`config.mk`:
```
export PLATFORM = sky130hd
export DESIGN_NAME = sbus_gap_framed_decoder
export DESIGN_NICKNAME = d
export VERILOG_FILES = /design/src/sv/sbus_pkg.sv /design/src/sv/sbus_gap_framed_decoder.sv
export SDC_FILE = /design/constraint.sdc
export NUM_CORES = 2
export LEC_CHECK = 0
export BUFFER_PORTS_ARGS = -buffer_cell sky130_fd_sc_hd__buf_2
export CAP_MARGIN = 20
export CORE_ASPECT_RATIO = 1.4
export CORE_MARGIN = 8
export CORE_UTILIZATION = 60
export DETAILED_ROUTE_END_ITERATION = 16
export MAX_ROUTING_LAYER = met4
export PLACE_DENSITY = 0.77
export SETUP_SLACK_MARGIN = 0.1
export SLEW_MARGIN = 20
export SYNTH_ARGS = -nofsm -noshare
export SYNTH_HDL_FRONTEND = slang
export SYNTH_SLANG_ARGS = --single-unit
```
`constraint.sdc`:
```
create_clock -name clock -period 15.3 [get_ports clock]
set_input_delay 0.765 -clock clock [delete_from_list [all_inputs] [get_ports clock]]
set_output_delay 0.765 -clock clock [all_outputs]
set_load 0.1 [all_outputs]
```
`src/sv/sbus_pkg.sv`:
```
// Package for the SBUS gap-framed decoder: request and response payload types,
// register indexes and protocol constants. No dependencies.
`timescale 1ns / 1ps
`default_nettype none
package sbus_pkg;
   localparam int BUFFER_DEPTH_DEF = 64;
   localparam int FRAME_BYTES      = 25;
   localparam int CSR_IDX_W        = 3;

   localparam logic [CSR_IDX_W-1:0] REG_GAP_THRESHOLD  = 3'd0;
   localparam logic [CSR_IDX_W-1:0] REG_FRAME_LENGTH   = 3'd1;
   localparam logic [CSR_IDX_W-1:0] REG_SIGLOST_LIMIT  = 3'd2;
   localparam logic [CSR_IDX_W-1:0] REG_NOFRAME_LIMIT  = 3'd3;
   localparam logic [CSR_IDX_W-1:0] REG_LOW_THROTTLE   = 3'd4;
   localparam logic [CSR_IDX_W-1:0] REG_SWITCH_THRESH  = 3'd5;
   localparam logic [CSR_IDX_W-1:0] REG_ARM_FRAMES     = 3'd6;

   localparam logic       OP_BYTE      = 1'b0;
   localparam logic [15:0] OVERRUN_GAP = 16'hFFFE;
   localparam logic [10:0] CH_MASK     = 11'h7FF;
   localparam logic [11:0] STICK_CENTER = 12'd993;
   localparam logic [11:0] THROTTLE_LOW = 12'd173;
   localparam logic [11:0] THROTTLE_MAX = 12'd1639;
   localparam logic [7:0]  READY_FRAMES = 8'd141;
   localparam logic [7:0]  MIN_FPS      = 8'd30;
   localparam logic [31:0] SECOND_US    = 32'd1000000;

   typedef struct packed {
      logic        opcode;
      logic [7:0]  rx_byte;
      logic [15:0] gap_ticks;
      logic        overrun;
      logic [31:0] now_us;
   } req_type;

   typedef struct packed {
      logic               frame_done;
      logic signed [11:0] roll;
      logic signed [11:0] pitch;
      logic signed [11:0] yaw;
      logic [10:0]        throttle;
      logic [5:0]         aux_switches;
      logic               failsafe;
      logic               normal_mode;
      logic               link_up;
   } rsp_type;
endpackage
`default_nettype wire

```
`src/sv/sbus_gap_framed_decoder.sv`:
```
// A poll or a byte request goes from ST_IDLE straight to ST_RESP, where its response
// is registered; a request that completes a frame first passes through ST_READ, where
// the 25 frame bytes are read one per cycle from the byte ring memory over its single
// read port, and then ST_DEC. One request is handled at a time; a new one is taken as
// soon as the response register is free or being emptied.
// Reset: synchronous, active high; clears control state and loads register
// defaults. The byte ring is not cleared.
`timescale 1ns / 1ps
`default_nettype none
module sbus_gap_framed_decoder
   import sbus_pkg::*;
#(
   parameter int BUFFER_DEPTH = BUFFER_DEPTH_DEF
) (
   input  wire logic                 clock,
   input  wire logic                 reset,
   input  wire logic                 req_valid,
   output logic                      req_ready,
   input  wire req_type              req_data,
   output logic                      rsp_valid,
   input  wire logic                 rsp_ready,
   output rsp_type                   rsp_data,
   input  wire logic                 csr_valid,
   output logic                      csr_ready,
   input  wire logic [CSR_IDX_W-1:0] csr_index,
   input  wire logic [31:0]          csr_wdata
);
   localparam int PW = $clog2(BUFFER_DEPTH);

   // Sequencer states.
   localparam logic [1:0] ST_IDLE = 2'd0;
   localparam logic [1:0] ST_READ = 2'd1;
   localparam logic [1:0] ST_DEC  = 2'd2;
   localparam logic [1:0] ST_RESP = 2'd3;

   // Configuration registers.
   logic [15:0] gap_thr_ff;
   logic [5:0]  frame_len_ff;
   logic [31:0] siglost_lim_ff, noframe_lim_ff;
   logic [10:0] low_thr_ff, sw_thr_ff;
   logic [7:0]  arm_frames_ff;

   assign csr_ready = 1'b1;

   always_ff @(posedge clock) begin
      if (reset) begin
         gap_thr_ff     <= 16'd9000;
         frame_len_ff   <= 6'd24;
         siglost_lim_ff <= 32'd1000000;
         noframe_lim_ff <= 32'd1000000;
         low_thr_ff     <= 11'd300;
         sw_thr_ff      <= 11'd1600;
         arm_frames_ff  <= 8'd130;
      end else if (csr_valid) begin
         case (csr_index)
            REG_GAP_THRESHOLD: gap_thr_ff     <= csr_wdata[15:0];
            REG_FRAME_LENGTH:  frame_len_ff   <= csr_wdata[5:0];
            REG_SIGLOST_LIMIT: siglost_lim_ff <= csr_wdata;
            REG_NOFRAME_LIMIT: noframe_lim_ff <= csr_wdata;
            REG_LOW_THROTTLE:  low_thr_ff     <= csr_wdata[10:0];
            REG_SWITCH_THRESH: sw_thr_ff      <= csr_wdata[10:0];
            REG_ARM_FRAMES:    arm_frames_ff  <= csr_wdata[7:0];
            default: ;
         endcase
      end
   end

   // Byte ring: one write port and one registered read port.
   logic [7:0]    ring_mem [BUFFER_DEPTH];
   logic          ring_we;
   logic [PW-1:0] ring_waddr, ring_raddr;
   logic [7:0]    ring_rdata_ff;

   always_ff @(posedge clock) begin
      if (ring_we) ring_mem[ring_waddr] <= req_data.rx_byte;
      ring_rdata_ff <= ring_mem[ring_raddr];
   end

   // Control and decoder state.
   logic [1:0]    state_ff, state_in;
   logic [PW-1:0] wp_ff, fsp_ff;
   logic [7:0]    bss_ff;
   logic [1:0]    fstate_ff;
   logic [31:0]   now_ff;
   logic [4:0]    rcnt_ff;      // read address offset
   logic [4:0]    dcnt_ff;      // index of the byte arriving from the memory
   logic          dvalid_ff;
   logic [7:0]    d_ff [15];    // frame bytes 0..14 (channels)
   logic [7:0]    d23_ff;
   logic [31:0]   sl_since_ff;
   logic          sl_flag_ff, sbfs_ff, armed_ff, ready_ff, done_ff;
   logic [7:0]    arm_cnt_ff, good_cnt_ff, fts_ff, fps_ff;
   logic [31:0]   sec_start_ff, last_ff;
   logic signed [11:0] roll_ff, pitch_ff, yaw_ff;
   logic [10:0]   thr_ff;
   logic [5:0]    aux_ff;
   logic          rsp_valid_ff;
   rsp_type       rsp_ff;

   assign req_ready = (state_ff == ST_IDLE) && (!rsp_valid_ff || rsp_ready);
   assign rsp_valid = rsp_valid_ff;
   assign rsp_data  = rsp_ff;

   wire req_fire = req_valid && req_ready;
   wire is_byte  = req_data.opcode == OP_BYTE;

   // Framing on the incoming byte. The ring pointers wrap at the ring depth,
   // which need not be a power of two.
   logic [15:0]   gap_eff;
   logic [7:0]    bss_inc;
   logic          frame_start;
   logic          frame_go;
   logic [PW-1:0] wp_next;
   logic [PW:0]   raddr_sum;
   always_comb begin
      gap_eff     = req_data.overrun ? OVERRUN_GAP : req_data.gap_ticks;
      bss_inc     = (bss_ff == 8'hFF) ? bss_ff : bss_ff + 8'd1;
      frame_start = gap_eff > gap_thr_ff;
      frame_go    = is_byte && !frame_start && bss_inc >= {2'b00, frame_len_ff}
                    && fstate_ff == 2'd0;
      wp_next     = (wp_ff == PW'(BUFFER_DEPTH - 1)) ? '0 : wp_ff + PW'(1);
      raddr_sum   = {1'b0, fsp_ff} + (PW+1)'(rcnt_ff);
      if (raddr_sum >= (PW+1)'(BUFFER_DEPTH))
         ring_raddr = PW'(raddr_sum - (PW+1)'(BUFFER_DEPTH));
      else
         ring_raddr = raddr_sum[PW-1:0];
   end
   assign ring_we    = req_fire && is_byte;
   assign ring_waddr = wp_ff;

   // Channel extraction from the captured bytes.
   logic [10:0] ch [10];
   always_comb begin
      ch[0] = 11'({d_ff[2], d_ff[1]});
      ch[1] = 11'({d_ff[3], d_ff[2]} >> 3);
      ch[2] = 11'({d_ff[5], d_ff[4], d_ff[3]} >> 6);
      ch[3] = 11'({d_ff[6], d_ff[5]} >> 1);
      ch[4] = 11'({d_ff[7], d_ff[6]} >> 4);
      ch[5] = 11'({d_ff[9], d_ff[8], d_ff[7]} >> 7);
      ch[6] = 11'({d_ff[10], d_ff[9]} >> 2);
      ch[7] = 11'({d_ff[11], d_ff[10]} >> 5);
      ch[8] = 11'({d_ff[13], d_ff[12]});
      ch[9] = 11'({d_ff[14], d_ff[13]} >> 3);
   end

   // Decode step arithmetic.
   logic [7:0]  arm_a;
   logic        armed_n;
   logic [7:0]  arm_n;
   logic [12:0] t_raw;
   logic [10:0] t_cl;
   logic [5:0]  aux_n;
   always_comb begin
      arm_a   = arm_cnt_ff;
      armed_n = armed_ff;
      if (!armed_ff) begin
         if (ch[2] < low_thr_ff && arm_a != 8'hFF) arm_a = arm_a + 8'd1;
         if (arm_a > arm_frames_ff) begin
            if (fps_ff > MIN_FPS) armed_n = 1'b1;
            else arm_a = 8'd0;
         end
      end
      arm_n = arm_a;
      t_raw = {2'b00, ch[2]} - {1'b0, THROTTLE_LOW};
      if (t_raw[12]) t_cl = 11'd0;
      else if (t_raw > {1'b0, THROTTLE_MAX}) t_cl = THROTTLE_MAX[10:0];
      else t_cl = t_raw[10:0];
      for (int k = 0; k < 6; k++) aux_n[k] = ch[4 + k] > sw_thr_ff;
   end

   always_comb begin
      state_in = state_ff;
      case (state_ff)
         ST_IDLE: if (req_fire) state_in = frame_go ? ST_READ : ST_RESP;
         ST_READ: if (dvalid_ff && dcnt_ff == 5'(FRAME_BYTES - 1)) state_in = ST_DEC;
         ST_DEC:  state_in = ST_RESP;
         ST_RESP: state_in = ST_IDLE;
         default: state_in = ST_IDLE;
      endcase
   end

   always_ff @(posedge clock) begin
      if (reset) begin
         state_ff <= ST_IDLE; wp_ff <= '0; fsp_ff <= '0; bss_ff <= '0;
         fstate_ff <= 2'd0; sl_since_ff <= '0; sl_flag_ff <= 1'b0;
         sbfs_ff <= 1'b0; armed_ff <= 1'b0; ready_ff <= 1'b0;
         arm_cnt_ff <= '0; good_cnt_ff <= '0; fts_ff <= '0; fps_ff <= '0;
         sec_start_ff <= '0; last_ff <= '0; roll_ff <= '0; pitch_ff <= '0;
         yaw_ff <= '0; thr_ff <= '0; aux_ff <= '0; rsp_valid_ff <= 1'b0;
         done_ff <= 1'b0; rcnt_ff <= '0; dcnt_ff <= '0; dvalid_ff <= 1'b0;
      end else begin
         state_ff <= state_in;
         if (rsp_valid_ff && rsp_ready) rsp_valid_ff <= 1'b0;
         case (state_ff)
            ST_IDLE: if (req_fire) begin
               now_ff  <= req_data.now_us;
               done_ff <= 1'b0;
               if (is_byte) begin
                  wp_ff <= wp_next;
                  if (frame_start) begin
                     fsp_ff <= wp_ff; bss_ff <= '0; fstate_ff <= 2'd0;
                  end else begin
                     bss_ff <= bss_inc;
                     if (frame_go) begin
                        fstate_ff <= 2'd1;
                        rcnt_ff <= '0; dvalid_ff <= 1'b0;
                     end
                  end
               end
            end
            ST_READ: begin
               // Address issued one cycle, data captured the next.
               if (rcnt_ff != 5'(FRAME_BYTES - 1) || !dvalid_ff) begin
                  if (rcnt_ff != 5'(FRAME_BYTES)) rcnt_ff <= rcnt_ff + 5'd1;
               end
               dvalid_ff <= rcnt_ff != 5'(FRAME_BYTES);
               dcnt_ff   <= rcnt_ff;
               if (dvalid_ff) begin
                  if (dcnt_ff < 5'd15) d_ff[dcnt_ff[3:0]] <= ring_rdata_ff;
                  if (dcnt_ff == 5'd23) d23_ff <= ring_rdata_ff;
               end
            end
            ST_DEC: begin
               done_ff <= 1'b1;
               if (d23_ff[2]) begin
                  if (sl_since_ff == 32'd0) begin
                     sl_since_ff <= now_ff;
                  end else if (now_ff - sl_since_ff > siglost_lim_ff) begin
                     sl_flag_ff <= 1'b1;
                  end
               end else begin
                  sl_since_ff <= '0; sl_flag_ff <= 1'b0;
               end
               sbfs_ff    <= d23_ff[3];
               arm_cnt_ff <= arm_n;
               armed_ff   <= armed_n;
               if (armed_n) begin
                  roll_ff  <= $signed({1'b0, ch[0]}) - $signed(STICK_CENTER);
                  pitch_ff <= $signed({1'b0, ch[1]}) - $signed(STICK_CENTER);
                  yaw_ff   <= $signed({1'b0, ch[3]}) - $signed(STICK_CENTER);
                  thr_ff   <= t_cl;
                  aux_ff   <= aux_n;
                  last_ff  <= now_ff;
               end
               // The good frame count is pinned just above the ready level once
               // the link is up, then counts this frame as usual.
               if (armed_n && good_cnt_ff > READY_FRAMES) begin
                  ready_ff    <= 1'b1;
                  good_cnt_ff <= READY_FRAMES + 8'd2;
               end else begin
                  good_cnt_ff <= (good_cnt_ff == 8'hFF) ? 8'hFF : good_cnt_ff + 8'd1;
               end
               if (now_ff - sec_start_ff > SECOND_US) begin
                  fps_ff <= fts_ff; fts_ff <= 8'd1; sec_start_ff <= now_ff;
               end else begin
                  fts_ff <= (fts_ff == 8'hFF) ? 8'hFF : fts_ff + 8'd1;
               end
               fstate_ff <= 2'd3;
            end
            ST_RESP: begin
               rsp_valid_ff <= 1'b1;
               rsp_ff.frame_done   <= done_ff;
               rsp_ff.roll         <= roll_ff;
               rsp_ff.pitch        <= pitch_ff;
               rsp_ff.yaw          <= yaw_ff;
               rsp_ff.throttle     <= thr_ff;
               rsp_ff.aux_switches <= aux_ff;
               rsp_ff.failsafe     <= (now_ff - last_ff > noframe_lim_ff) | sl_flag_ff | sbfs_ff;
               rsp_ff.normal_mode  <= armed_ff;
               rsp_ff.link_up      <= ready_ff;
            end
            default: ;
         endcase
      end
   end
endmodule
`default_nettype wire

```
==> impl_metrics.py <==
metrics = {
    "placed_design": {
        "dpl_worst_slack_ns": 8.72,
        "hpwl_mm": 80.4,
        "placed_area_sq_um": 51100,
        "io_buffers": 156,
        "gp_congestion": 0.889,
    },
    "setup_path": {
        "path_buf_inv": 1,
        "cp.required_ns": 15.82,
        "cp_slowest_stage_delay_ns": 0.66,
        "cpMostUsedCell": "a21o_1",
        "r2r-start": "d_ff[3][7]",
        "timing.rr.end": "thr_ff[3]",
        "crit_chain": "ha_1 -> a21o_1 -> a21o_1 -> a21o_1 -> a21o_1 -> a21o_1 -> a2111oi_0 -> or2_2 -> mux2_2 -> ha_1 -> nor2b_1 -> o21a_1 -> o21a_1 -> o21ai_0 -> or3b_2 -> a31oi_1 -> nand2b_2 -> buf_4 -> nor3_1 -> a22oi_1 -> nor2_1",
        "reg2reg_setup_slack_ns": 8.69,
        "path_max_fanout": 34,
        "cp-end-kind": "register",
        "critPathKind": "reg2reg",
        "worstPathArrival_ns": 7.13,
        "ff2ff_path_depth": 21,
        "critPathLaunchType": "register",
        "crit_path_top_delay_cell": "nand2b_2",
        "critical_path.top_delay_family": "compound AO/OA/AOI/OAI gates",
    },
    "synth": {
        "synthTopCellsByCount": "713 x edfxtp_1, 405 x nand2_1, 346 x dfxtp_1",
        "post-synth-top-count-cell": "edfxtp_1",
        "synth_cell_types": 81,
        "synth_top_area_frac": 0.434,
        "ys_seq_area_frac": 0.575,
        "synth_seq_cells": 1059,
        "synthTopCellsByArea": "edfxtp_1 43%, dfxtp_1 14%, mux4_2 7.3%, ha_1 7.3%, a21oi_1 3.4%",
        "syn_inst": 4075,
        "synth.largest_area_cell": "edfxtp_1",
        "synthArstFlopShare": 0,
        "synthesis.nets": 4464,
        "netlist_area_sq_um": 49300,
        "synth_edf_count": 713,
        "ys_warn_count": 0,
        "avgSynthCellArea_sq_um": 12.1,
        "synthFlopType": "edfxtp_1",
    },
    "sta": {
        "layout_setup_ws_ns": 8.69,
        "final-hold-violation-count": 0,
        "fin_crit_sh": 0.432,
        "clock_skew_ns": 0.0268,
        "setup_viol": 0,
        "fmax_mhz": 151,
        "holdWs_ns": 0.267,
        "relSlewSlack": 0.314,
        "final-max-slew-violation-count": 0,
        "min_period_ns": 6.61,
        "finalSetupTns_ns": 0,
        "tightest_slew_ns": 1.03,
        "rsz0062_at_grt": "false",
    },
    "min_path": {
        "min_path_cells": 1,
        "hold_end": "now_ff[5]",
        "hold_path.class": "in2reg",
        "min_from": "req_data[5]",
    },
    "global_routing": {
        "gr-total-overflow": 0,
        "grt_pass1_wl_mm": 184,
        "grt_usage": 0.263,
        "grt_max_degree": 100,
        "antenna_found_initial": 9,
        "grt_pass1_vias": 32534,
    },
    "pwr": {
        "clockPowerShare": 0.348,
        "power.leakage_nw": 18.8,
        "switching_share": 0.288,
        "p_int_mw": 5.16,
        "p_seq_frac": 0.451,
        "peakVddDrop_uv": 176,
        "pwr-share-comb": 0.201,
        "p_per_area_nw_per_um2": 133,
        "p_switching_mw": 2.08,
    },
    "drt": {
        "antenna_left": 0,
        "wl_mm": 119,
        "num_vias": 32642,
        "wl_per_cell_microns": 22.4,
        "routed_via_density": 6.12,
        "drc": 0,
        "drt_pre_antenna_iters": 6,
        "initialDrtViolationCount": 2492,
    },
    "clock_network": {
        "clockBufferDepth": 3,
        "postCtsResizedCells": 0,
        "postCtsSetupBuffers": 0,
        "path_clk_slew_ns": 0.07,
        "cts_max_level": 3,
        "cts-root-buf": "clkbuf_16",
        "cts_sinks": 1059,
        "cts_buffers": 95,
        "cts_hold_buf": 0,
        "cts_tree": "yes",
        "insertion_delay_ns": 0.68,
    },
    "floorplanning": {
        "die_w_microns": 258,
        "dieArea_sq_um": 91700,
        "initial_utilization": 0.604,
        "core_sq_um": 81600,
        "rows": 124,
        "dieHeight_microns": 355,
        "io_pins": 158,
    },
    "run": {
        "drv_cap": 0,
    },
    "finish": {
        "n_fill_cell": 5989,
        "area_delta_synth_final_pct": 10.4,
        "nets": 4568,
        "final_area_sq_um": 54400,
        "drive_gt1_frac": 0.132,
    },
    "run_status": {
        "status": "finished clean",
    },
}
-- flip-flops by register name (all words and copies together) (netlist names), 16 cells and up --
name / cells
rsp_data: 57
ring_mem: 512
d_ff: 110
now_ff: 32
last_ff: 32
siglost_lim_ff: 32
sl_since_ff: 32
noframe_lim_ff: 32
sec_start_ff: 32
gap_thr_ff: 16
-- through the flow --
stage,instances,util,total power [mW]
3_5_place_dp,5153,0.626,4.76
5_1_grt,5334,0.667,7.54
2_1_floorplan,4075,-,4.36
6_report,5336,0.667,7.25
3_3_place_gp,5153,0.626,4.74
4_1_cts,5330,0.666,7.26
-- worst max-delay path by stage --
| stage | startpoint | to | slack, ns | cells past startpoint |
|---|---|---|---|---|
| after CTS | d_ff[3][7] | thr_ff[3] | 8.72 | 21 |
| final | d_ff[3][7] | thr_ff[3] | 8.69 | 21 |
| after global placement | d_ff[3][7] | thr_ff[3] | 8.85 | 21 |
| after detailed placement | d_ff[3][7] | thr_ff[3] | 8.72 | 21 |
| after floorplan | d_ff[3][7] | aux_ff[3] | 9.99 | 22 |
| after global routing | d_ff[3][7] | thr_ff[3] | 8.12 | 21 |
-- logic make-up after synthesis --
family,synth area share
AO/OA/AOI/OAI,0.109
other,0.0000761
flip-flops,0.575
buffers and inverters,0.0336
adder cells (fa/ha/maj),0.0745
AND/OR/NAND/NOR,0.107
multiplexers,0.0792
XOR/XNOR,0.0219
-- placed cells by master, fill, tap and decap left out, types with 19 or more instances in the layout --
cell type / count
a211oi_1: 57
or2_2: 27
buf_4: 33
a21o_1: 69
clkinv_2: 19
o21ai_1: 39
buf_2: 149
nand2_1: 405
inv_1: 255
mux2i_1: 28
mux4_2: 160
clkbuf_16: 100
a211o_1: 27
a22oi_1: 36
ha_1: 285
nor2b_1: 48
nand4_1: 53
xor2_1: 43
nor3_1: 36
a21oi_1: 330
and3_1: 33
edfxtp_1: 713
dfxtp_1: 346
nor2_1: 274
xnor2_1: 77
o21a_1: 55
nand2b_1: 36
o21ai_0: 103
a31oi_1: 22
nand3_1: 92
-- power groups by stage --
stage	combinational, mW	sequential, mW	clock (mW)
final	1.46	3.26	2.52
after detailed placement	1.44	3.32	0
after CTS	1.45	3.26	2.55
after global placement	1.41	3.32	0
after global routing	1.61	3.27	2.66
after floorplan	1.01	3.34	0
-- per-layer routing --
| metal | GRT usage | wire, microns |
|---|---|---|
| met2 | 0.450 | 60700 |
| met1 | 0.310 | 46200 |
| met4 | 0.112 | 5180 |
| met5 | - | 0 |
| met3 | 0.0354 | 7340 |
-- final cells by class --
type / count / area [sq um] / area share
Sequential cell: 1059 / 28300 / 0.521
Antenna cell: 6 / 15.0 / 0.000276
Timing Repair Buffer: 184 / 1030 / 0.0189
Clock inverter: 54 / 664 / 0.0122
Clock buffer: 123 / 2650 / 0.0487
Tap cell: 1071 / 1340 / 0.0246
Multi-Input combinational cell: 2584 / 19400 / 0.357
Inverter: 255 / 957 / 0.0176
No activity file was read; power rests on OpenSTA's default activity.
